## src/sv/gamepad_report_encoder_unit_macros.svh

```systemverilog
// ----------------------------------------------------------------------------
// Gamepad report encoder assertion macros
// Shared concurrent assertion forms, clocked on the rising edge and disabled
// while reset is high.
// ----------------------------------------------------------------------------
`ifndef GAMEPAD_REPORT_ENCODER_UNIT_MACROS_SVH
`define GAMEPAD_REPORT_ENCODER_UNIT_MACROS_SVH

// same-cycle implication
`define GRE_ASSERT_NOW(label, clk, rst, ante, cons, msg) \
   label: assert property (@(posedge clk) disable iff (rst) (ante) |-> (cons)) \
      else $error(msg);

// next-cycle implication
`define GRE_ASSERT_NEXT(label, clk, rst, ante, cons, msg) \
   label: assert property (@(posedge clk) disable iff (rst) (ante) |=> (cons)) \
      else $error(msg);

`endif

```

## src/sv/gre_pkg.sv

```systemverilog
// ----------------------------------------------------------------------------
// Gamepad report encoder package
// Event codes, register indexes, report layout constants and the hat
// resolution and report packing functions.
// ----------------------------------------------------------------------------
`default_nettype none

package gre_pkg;

   // event codes
   typedef enum logic [1:0] {
      OP_BUTTON    = 2'd0,
      OP_DIRECTION = 2'd1,
      OP_STICK     = 2'd2,
      OP_NEUTRAL   = 2'd3
   } opcode_type;

   // configuration register indexes
   typedef enum logic [1:0] {
      CSR_NEUTRAL_HAT   = 2'd0,
      CSR_NEUTRAL_STICK = 2'd1
   } csr_index_type;

   localparam int unsigned ButtonCount = 14;
   localparam int unsigned ReportBytes = 8;
   localparam int unsigned ByteBits    = 7;
   localparam int unsigned WordBits    = ReportBytes * ByteBits;
   localparam int unsigned CountBits   = $clog2(ReportBytes);

   typedef logic [ButtonCount-1:0] buttons_type;
   typedef logic [3:0]             hat_type;
   typedef logic [7:0]             axis_type;
   typedef logic [WordBits-1:0]    word_type;
   typedef logic [CountBits-1:0]   count_type;

   localparam hat_type  NeutralHatReset   = 4'd8;
   localparam axis_type NeutralStickReset = 8'd128;
   localparam count_type LastByteIdx      = CountBits'(ReportBytes - 1);

   // hat codes
   localparam hat_type HatUp        = 4'd0;
   localparam hat_type HatUpRight   = 4'd1;
   localparam hat_type HatRight     = 4'd2;
   localparam hat_type HatDownRight = 4'd3;
   localparam hat_type HatDown      = 4'd4;
   localparam hat_type HatDownLeft  = 4'd5;
   localparam hat_type HatLeft      = 4'd6;
   localparam hat_type HatUpLeft    = 4'd7;
   localparam hat_type HatCenter    = 4'd8;

   // direction mask bit positions
   localparam int unsigned DirUp    = 0;
   localparam int unsigned DirDown  = 1;
   localparam int unsigned DirLeft  = 2;
   localparam int unsigned DirRight = 3;

   // resolve a held-direction mask to a hat code; opposites cancel
   function automatic hat_type resolve_hat(input logic [3:0] dirs);
      logic up;
      logic down;
      logic left;
      logic right;
      hat_type hat;
      up    = dirs[DirUp] & ~dirs[DirDown];
      down  = dirs[DirDown] & ~dirs[DirUp];
      left  = dirs[DirLeft] & ~dirs[DirRight];
      right = dirs[DirRight] & ~dirs[DirLeft];
      if (up) begin
         hat = left ? HatUpLeft : (right ? HatUpRight : HatUp);
      end else if (down) begin
         hat = left ? HatDownLeft : (right ? HatDownRight : HatDown);
      end else begin
         hat = left ? HatLeft : (right ? HatRight : HatCenter);
      end
      return hat;
   endfunction

   // pack buttons high, buttons low, hat, LX, LY, RX, RY into one report word
   function automatic word_type pack_report(input buttons_type buttons,
                                            input hat_type     hat,
                                            input axis_type    lx,
                                            input axis_type    ly,
                                            input axis_type    rx,
                                            input axis_type    ry);
      return {(16 - ButtonCount)'(0), buttons, 4'd0, hat, lx, ly, rx, ry};
   endfunction

endpackage

`default_nettype wire

```

## src/sv/gamepad_report_encoder_unit.sv

```systemverilog
// ----------------------------------------------------------------------------
// Gamepad report encoder unit
// Keeps the gamepad report state and sends the packed report as eight
// 7-bit bytes after every event.
// ----------------------------------------------------------------------------
// Usage:
//   req_* carries one event word (button, direction, stick or neutral),
//   taken when req_valid is high and req_stall low. The report state is
//   updated at that edge and the packed 56-bit report is queued.
//   rsp_* carries the report as eight byte words, most significant bits
//   first; rsp_last_byte and bit 7 of rsp_report_byte mark the eighth.
//   If the serializer is free, the first byte appears on the next cycle.
//   Reports leave through the byte serializer, which sends one byte per
//   cycle unless the receiver stalls. A one-entry report buffer takes the
//   next event while the serializer is still draining; req_stall rises
//   only while that buffer is full.
//   When the receiver stalls, the current byte holds and the serializer
//   waits. csr_* writes neutral_hat (index 0) and neutral_stick (index 1);
//   csr_ready is always high and other indexes are dropped.
//   Reset (synchronous) loads the neutral values and empties the buffers.
// ----------------------------------------------------------------------------
`default_nettype none

module gamepad_report_encoder_unit (
   input  wire logic        clock,
   input  wire logic        reset,
   // event channel
   input  wire logic        req_valid,
   output logic             req_stall,
   input  wire logic [1:0]  req_opcode,
   input  wire logic [3:0]  req_button_index,
   input  wire logic [3:0]  req_direction_bits,
   input  wire logic        req_key_down,
   input  wire logic        req_stick_side,
   input  wire logic [7:0]  req_stick_x,
   input  wire logic [7:0]  req_stick_y,
   // report byte channel
   output logic             rsp_valid,
   input  wire logic        rsp_stall,
   output logic [7:0]       rsp_report_byte,
   output logic             rsp_last_byte,
   // configuration write channel
   input  wire logic        csr_valid,
   output logic             csr_ready,
   input  wire logic [1:0]  csr_index,
   input  wire logic [7:0]  csr_data
);

`include "gamepad_report_encoder_unit_macros.svh"

   // configuration registers
   gre_pkg::hat_type      neutral_hat_ff;
   gre_pkg::axis_type     neutral_stick_ff;

   // report state
   gre_pkg::buttons_type  button_bits_ff,     button_bits_in;
   logic [3:0]            held_dirs_ff,       held_dirs_in;
   gre_pkg::hat_type      hat_code_ff,        hat_code_in;
   gre_pkg::axis_type     left_x_ff,          left_x_in;
   gre_pkg::axis_type     left_y_ff,          left_y_in;
   gre_pkg::axis_type     right_x_ff,         right_x_in;
   gre_pkg::axis_type     right_y_ff,         right_y_in;

   // report buffer and serializer
   gre_pkg::word_type     new_word;
   gre_pkg::word_type     pend_word_ff,       pend_word_in;
   logic                  pend_valid_ff,      pend_valid_in;
   gre_pkg::word_type     ser_word_ff,        ser_word_in;
   logic                  ser_valid_ff,       ser_valid_in;
   gre_pkg::count_type    cnt_ff,             cnt_in;

   logic                  accept;
   logic                  byte_taken;
   logic                  ser_done;
   logic                  ser_free;
   logic                  is_last;
   gre_pkg::buttons_type  button_mask;

   assign accept     = req_valid & ~req_stall;
   assign byte_taken = ser_valid_ff & ~rsp_stall;
   assign is_last    = (cnt_ff == gre_pkg::LastByteIdx);
   assign ser_done   = byte_taken & is_last;
   assign ser_free   = ~ser_valid_ff | ser_done;

   assign req_stall       = pend_valid_ff;
   assign csr_ready       = 1'b1;
   assign rsp_valid       = ser_valid_ff;
   assign rsp_last_byte   = is_last;
   assign rsp_report_byte = {is_last,
                             ser_word_ff[gre_pkg::WordBits-1 -: gre_pkg::ByteBits]};

   // write configuration registers
   always_ff @(posedge clock) begin
      if (reset) begin
         neutral_hat_ff   <= gre_pkg::NeutralHatReset;
         neutral_stick_ff <= gre_pkg::NeutralStickReset;
      end else if (csr_valid && csr_ready) begin
         if (csr_index == gre_pkg::CSR_NEUTRAL_HAT) begin
            neutral_hat_ff <= csr_data[3:0];
         end else if (csr_index == gre_pkg::CSR_NEUTRAL_STICK) begin
            neutral_stick_ff <= csr_data;
         end
      end
   end

   // apply the event to the report state
   always_comb begin
      button_bits_in = button_bits_ff;
      held_dirs_in   = held_dirs_ff;
      hat_code_in    = hat_code_ff;
      left_x_in      = left_x_ff;
      left_y_in      = left_y_ff;
      right_x_in     = right_x_ff;
      right_y_in     = right_y_ff;
      button_mask    = gre_pkg::buttons_type'(1) << req_button_index;
      unique case (gre_pkg::opcode_type'(req_opcode))
         gre_pkg::OP_BUTTON: begin
            // indexes past the last button change nothing
            if (req_button_index < 4'(gre_pkg::ButtonCount)) begin
               button_bits_in = req_key_down ? (button_bits_ff | button_mask)
                                             : (button_bits_ff & ~button_mask);
            end
         end
         gre_pkg::OP_DIRECTION: begin
            held_dirs_in = req_key_down ? (held_dirs_ff | req_direction_bits)
                                        : (held_dirs_ff & ~req_direction_bits);
            hat_code_in  = gre_pkg::resolve_hat(held_dirs_in);
         end
         gre_pkg::OP_STICK: begin
            if (req_stick_side) begin
               right_x_in = req_stick_x;
               right_y_in = req_stick_y;
            end else begin
               left_x_in = req_stick_x;
               left_y_in = req_stick_y;
            end
         end
         gre_pkg::OP_NEUTRAL: begin
            button_bits_in = '0;
            held_dirs_in   = '0;
            hat_code_in    = neutral_hat_ff;
            left_x_in      = neutral_stick_ff;
            left_y_in      = neutral_stick_ff;
            right_x_in     = neutral_stick_ff;
            right_y_in     = neutral_stick_ff;
         end
         default: begin
         end
      endcase
      new_word = gre_pkg::pack_report(button_bits_in, hat_code_in, left_x_in,
                                      left_y_in, right_x_in, right_y_in);
   end

   // hold report state, advance on accepted events
   always_ff @(posedge clock) begin
      if (reset) begin
         button_bits_ff <= '0;
         held_dirs_ff   <= '0;
         hat_code_ff    <= gre_pkg::NeutralHatReset;
         left_x_ff      <= gre_pkg::NeutralStickReset;
         left_y_ff      <= gre_pkg::NeutralStickReset;
         right_x_ff     <= gre_pkg::NeutralStickReset;
         right_y_ff     <= gre_pkg::NeutralStickReset;
      end else if (accept) begin
         button_bits_ff <= button_bits_in;
         held_dirs_ff   <= held_dirs_in;
         hat_code_ff    <= hat_code_in;
         left_x_ff      <= left_x_in;
         left_y_ff      <= left_y_in;
         right_x_ff     <= right_x_in;
         right_y_ff     <= right_y_in;
      end
   end

   // route new reports to the serializer or the buffer, shift out bytes
   always_comb begin
      pend_word_in  = pend_word_ff;
      pend_valid_in = pend_valid_ff;
      ser_word_in   = ser_word_ff;
      ser_valid_in  = ser_valid_ff;
      cnt_in        = cnt_ff;
      priority if (ser_free && pend_valid_ff) begin
         ser_word_in   = pend_word_ff;
         ser_valid_in  = 1'b1;
         cnt_in        = '0;
         pend_valid_in = 1'b0;
      end else if (ser_free && accept) begin
         ser_word_in  = new_word;
         ser_valid_in = 1'b1;
         cnt_in       = '0;
      end else if (ser_free) begin
         ser_valid_in = 1'b0;
      end else begin
         if (byte_taken) begin
            ser_word_in = ser_word_ff << gre_pkg::ByteBits;
            cnt_in      = cnt_ff + 1'b1;
         end
         if (accept) begin
            pend_word_in  = new_word;
            pend_valid_in = 1'b1;
         end
      end
   end

   always_ff @(posedge clock) begin
      if (reset) begin
         pend_valid_ff <= 1'b0;
         ser_valid_ff  <= 1'b0;
         cnt_ff        <= '0;
      end else begin
         pend_valid_ff <= pend_valid_in;
         ser_valid_ff  <= ser_valid_in;
         cnt_ff        <= cnt_in;
      end
   end

   always_ff @(posedge clock) begin
      pend_word_ff <= pend_word_in;
      ser_word_ff  <= ser_word_in;
   end

   // checks
   `GRE_ASSERT_NOW(a_pend_needs_ser, clock, reset, pend_valid_ff, ser_valid_ff,
      "report buffered while serializer idle")
   `GRE_ASSERT_NEXT(a_stall_holds_cnt, clock, reset, ser_valid_ff && rsp_stall,
      ser_valid_ff && $stable(cnt_ff), "byte count moved while receiver stalled")
   `GRE_ASSERT_NEXT(a_busy_buffers, clock, reset, accept && !ser_free,
      pend_valid_ff, "event taken while busy was not buffered")
   `GRE_ASSERT_NEXT(a_drain_idle, clock, reset, ser_done && !pend_valid_ff && !accept,
      !ser_valid_ff, "serializer stayed busy after last byte")

endmodule

`default_nettype wire

```

## config.mk

```make
export PLATFORM = sky130hd
export DESIGN_NAME = gamepad_report_encoder_unit
export DESIGN_NICKNAME = d
export VERILOG_FILES = /design/src/sv/gre_pkg.sv /design/src/sv/gamepad_report_encoder_unit.sv
export VERILOG_INCLUDE_DIRS = /design/src /design/src/sv
export SDC_FILE = /design/constraint.sdc
export NUM_CORES = 1
export LEC_CHECK = 0
export ABC_AREA = 1
export BUFFER_PORTS_ARGS = -buffer_cell sky130_fd_sc_hd__buf_2
export CORE_UTILIZATION = 60
export CTS_BUF_LIST = sky130_fd_sc_hd__clkbuf_2 sky130_fd_sc_hd__clkbuf_4 sky130_fd_sc_hd__clkbuf_8
export DETAILED_ROUTE_END_ITERATION = 8
export GPL_ROUTABILITY_DRIVEN = 0
export PLACE_DENSITY = 0.79
export SYNTH_ARGS = -nofsm -noshare
export SYNTH_HDL_FRONTEND = slang
export SYNTH_SLANG_ARGS = --single-unit
```

## constraint.sdc

```tcl
create_clock -name clock -period 4.9 [get_ports clock]
set_input_delay 0.98 -clock clock [delete_from_list [all_inputs] [get_ports clock]]
set_output_delay 0.98 -clock clock [all_outputs]
set_load 0.1 [all_outputs]
```

==> summary.md <==
| Metric | Value |
|---|---|
| Most common cell after layout, fill and taps aside | sky130_fd_sc_hd__nand2_1 |
| Final setup violation count | 0 |
| Worst slew pin tran | 0.9796 ns |
| Number of synthesized register bits | 177 |
| DR vias | 6903 |
| Series of cell instances along the critical path | buf_2 > inv_1 > nor2_4 > nand2_1 > nand2_2 > inv_2 > nand2_2 > buf_12 |
| Worst hold margin | 0.4641 ns |
| CTS tree | yes |
| Finished layout cell area | 9054 sq um |
| Ratio of cells with drive above 1 in the final layout | 0.1241 |
| Synth Cell Area | 8438 sq um |
| Routed WL per cell | 16.75 um |
| Mean number of vias per cell | 5.757 |
| Final Critical Period | 3.086 ns |
| Slowest cell on crit path | sky130_fd_sc_hd__nor2_4 |
| Root Buffer | sky130_fd_sc_hd__clkbuf_8 |
| Post-CTS resize count | 0 |
| Worst vdd ir | 237.8 uV |
| Detailed placer's ending HPWL | 12880 um |
| Floorplan die width | 120.6 um |
| Synthesis-to-layout area growth | 7.295% |
| Max-capacitance violation count | 0 |
| Maximum root-to-sink buffer count | 2 |
| Core Footprint | 13450 sq um |
| Mapped Avg Cell Area | 8.532 sq um |
| Number of placement rows | 42 |
| Top library cells by usage in the layout, fill and taps aside | sky130_fd_sc_hd__nand2_1, sky130_fd_sc_hd__inv_1, sky130_fd_sc_hd__edfxtp_1, sky130_fd_sc_hd__a21oi_1, sky130_fd_sc_hd__nand3_1 |
| Port Buffers | 53 |
| Starting Density | 0.6272 |
| Critical Path Fanout Max | 42 |
| Global Route Usage Sum | 0.2923 |
| Crit path setup slack, layout | 1.814 ns |
| Worst slew slack as a fraction of its limit | 0.3460 |
| Count of antenna-violating nets left after detailed routing | 0 |
| Largest stage delay on the critical path | 0.51 ns |
| Number of iterations in the first detailed-routing pass | 6 |
| CTS buffer count | 17 |
| Die area | 14540 sq um |
| Setup Crit Path Kind | in -> reg |
| Pre-CTS setup slack | 1.384 ns |
| Most repeated library cell on the critical path | sky130_fd_sc_hd__nand2_2 |
| Clock transition at the register clock pins on the worst setup and hold paths after CTS | 0.08 ns |
| Final Net Count | 1062 |
| Number of antenna violations at the first check in global routing | 0 |
| Wire length of the first global-routing pass | 32250 um |
| Startpoint Class | input pin |
| Global route overflow | 0 |
| WP data required | 5.05 ns |
| Endpoint arrival time on the critical path | 3.24 ns |
| Number of clock sinks | 177 |
| Cts hold-fix bufs | 0 |
| H-tree lvl count | 4 |
| Power per standard cell area | 374.8 nW/um^2 |
| Number of global-route vias before repair | 6369 |
| Worst Hold Launch | neutral_stick_ff[0] |
| Count of endpoints failing hold in the final timing report | 0 |
| Leakage power | 0.003985 uW |
| Hold/Removal Path Class | reg -> reg |
| Launching instance or port of the critical path | req_valid |
| Setup repair after global routing missed its margin | false |
| Post-synthesis net count | 1041 |
| Vertical extent of the die | 120.6 um |
| Max-slew violation count | 0 |
| Distinct cell type count after synthesis | 35 |
| Violation count after the first detailed-routing iteration | 991 |
| Sum Neg Setup Slack | 0 ns |
| Highest Clock Rate | 324.0 MHz |
| # DRC | 0 |
| Share of the yosys chip area belonging to registers | 0.5457 |
| Io pins | 55 |
| DP Area | 8653 sq um |
| Antenna cells | 0 |
| Number of warnings issued by yosys | 0 |
| Setup bufs post-CTS | 0 |
| Origin of the critical flop-to-flop path | cnt_ff[0] |
| Outcome | finished clean |
| Pin count of the biggest net entering global routing | 55 |
| Gate Count Post-Synth | 989 |
| Post-route fraction of the period consumed by the critical path | 0.6299 |
| Detailed-route wire length | 20080 um |
| Clk_lat worst skew | 0.47 ns |
| Final Skew | 0.01385 ns |
| Type of destination of the critical path | flop |
synth_stat cells:
cell type                  count  area, sq um
sky130_fd_sc_hd__a22oi_1       1        7.510
sky130_fd_sc_hd__conb_1        1        3.750
sky130_fd_sc_hd__a21oi_1      79        395.4
sky130_fd_sc_hd__inv_2        11        41.29
sky130_fd_sc_hd__o211ai_2      5        62.56
sky130_fd_sc_hd__or2_0         1        6.260
sky130_fd_sc_hd__clkbuf_2      1        5.000
sky130_fd_sc_hd__ha_1          9        112.6
sky130_fd_sc_hd__nand3_1      74        370.4
sky130_fd_sc_hd__edfxtp_1    106         3183
sky130_fd_sc_hd__buf_6         6        67.56
sky130_fd_sc_hd__nor2_1       55        206.5
sky130_fd_sc_hd__nor2_2        6        37.54
sky130_fd_sc_hd__o21ai_1      40        200.2
sky130_fd_sc_hd__nand2_1     248        930.9
sky130_fd_sc_hd__o221ai_2      6        90.09
sky130_fd_sc_hd__o21ai_2       1        8.760
sky130_fd_sc_hd__nand3b_1      1        7.510
sky130_fd_sc_hd__clkinv_1      1        3.750
sky130_fd_sc_hd__a22o_1        1        8.760
sky130_fd_sc_hd__nand4_1       4        25.02
sky130_fd_sc_hd__buf_2        17        85.08
sky130_fd_sc_hd__o221ai_1      1        8.760
sky130_fd_sc_hd__nand2_2       4        25.02
sky130_fd_sc_hd__dfxtp_1      71         1421
sky130_fd_sc_hd__buf_4        14        105.1
sky130_fd_sc_hd__nor3_1        3        15.01
sky130_fd_sc_hd__inv_1       116        435.4
sky130_fd_sc_hd__o211ai_1     19        142.6
sky130_fd_sc_hd__inv_4         1        6.260
sky130_fd_sc_hd__nor2_4        1        11.26
sky130_fd_sc_hd__buf_1         1        3.750
sky130_fd_sc_hd__o22ai_1       4        25.02
sky130_fd_sc_hd__o21ai_0      63        315.3
sky130_fd_sc_hd__clkbuf_1     17        63.81
stage by stage:
| step | util | power (uW) | cells |
|---|---|---|---|
| after global routing | 0.6730 | 3522 | 1199 |
| final | 0.6730 | 3393 | 1199 |
| after floorplan | - | 2268 | 989 |
| after global placement | 0.6432 | 2384 | 1167 |
| after CTS | 0.6730 | 3393 | 1199 |
| after detailed placement | 0.6432 | 2401 | 1167 |
state kept, by name, summed over array words and instances (netlist names):
register and count:
neutral_hat_ff 4, button_bits_ff 14, right_x_ff 8, left_y_ff 8, left_x_ff 8, neutral_stick_ff 8, cnt_ff 3, rsp_valid 1
req_stall 1, held_dirs_ff 4, pend_word_ff 50, right_y_ff 8, ser_word_ff 56, hat_code_ff 4
worst max-delay path, delay by kind of cell:
family                 cells  cell delay [ns]
and+or+nand+nor            4             1.42
buffers and inverters      4             0.78
layer usage:
metal	vias to the layer above	wire length, um	GRT usage
met5	-	0	0
met4	0	556	0.1397
met3	41	1805	0.04340
met2	339	9118	0.4397
met1	3208	8598	0.4168
li1	3315	-	-
report_power, final:
part,switching (uW),leakage (uW),internal [uW]
Sequential,48.7,0.00162,1760
Clock,516,0.000197,501
Combinational,423,0.00217,145
final timing paths:
path | to | cells past startpoint | slack (ns)
setup reg to reg | ser_word_ff[2] | 9 | 1.87
hold / removal | neutral_stick_ff[0] | 2 | 0.46
hold reg to reg | neutral_stick_ff[0] | 2 | 0.46
setup / recovery | ser_word_ff[2] | 8 | 1.81
logic make-up after synthesis:
family,share of synthesized area
compound gates,0.1499
fa+ha+maj,0.01335
buf+inv,0.09683
flops,0.5457
other cells,0.0004444
simple gates,0.1938
area by class of cell:
cell class                 count  area [sq um]
sequential                   177          4604
fill                        1171          4399
multi-input combinational    627          3027
inverter                     129         486.7
timing repair buffer          58         315.3
clock buffer                  22         290.3
tap                          176         220.2
clock inverter                10         110.1
(Power assumes the default switching activity.)
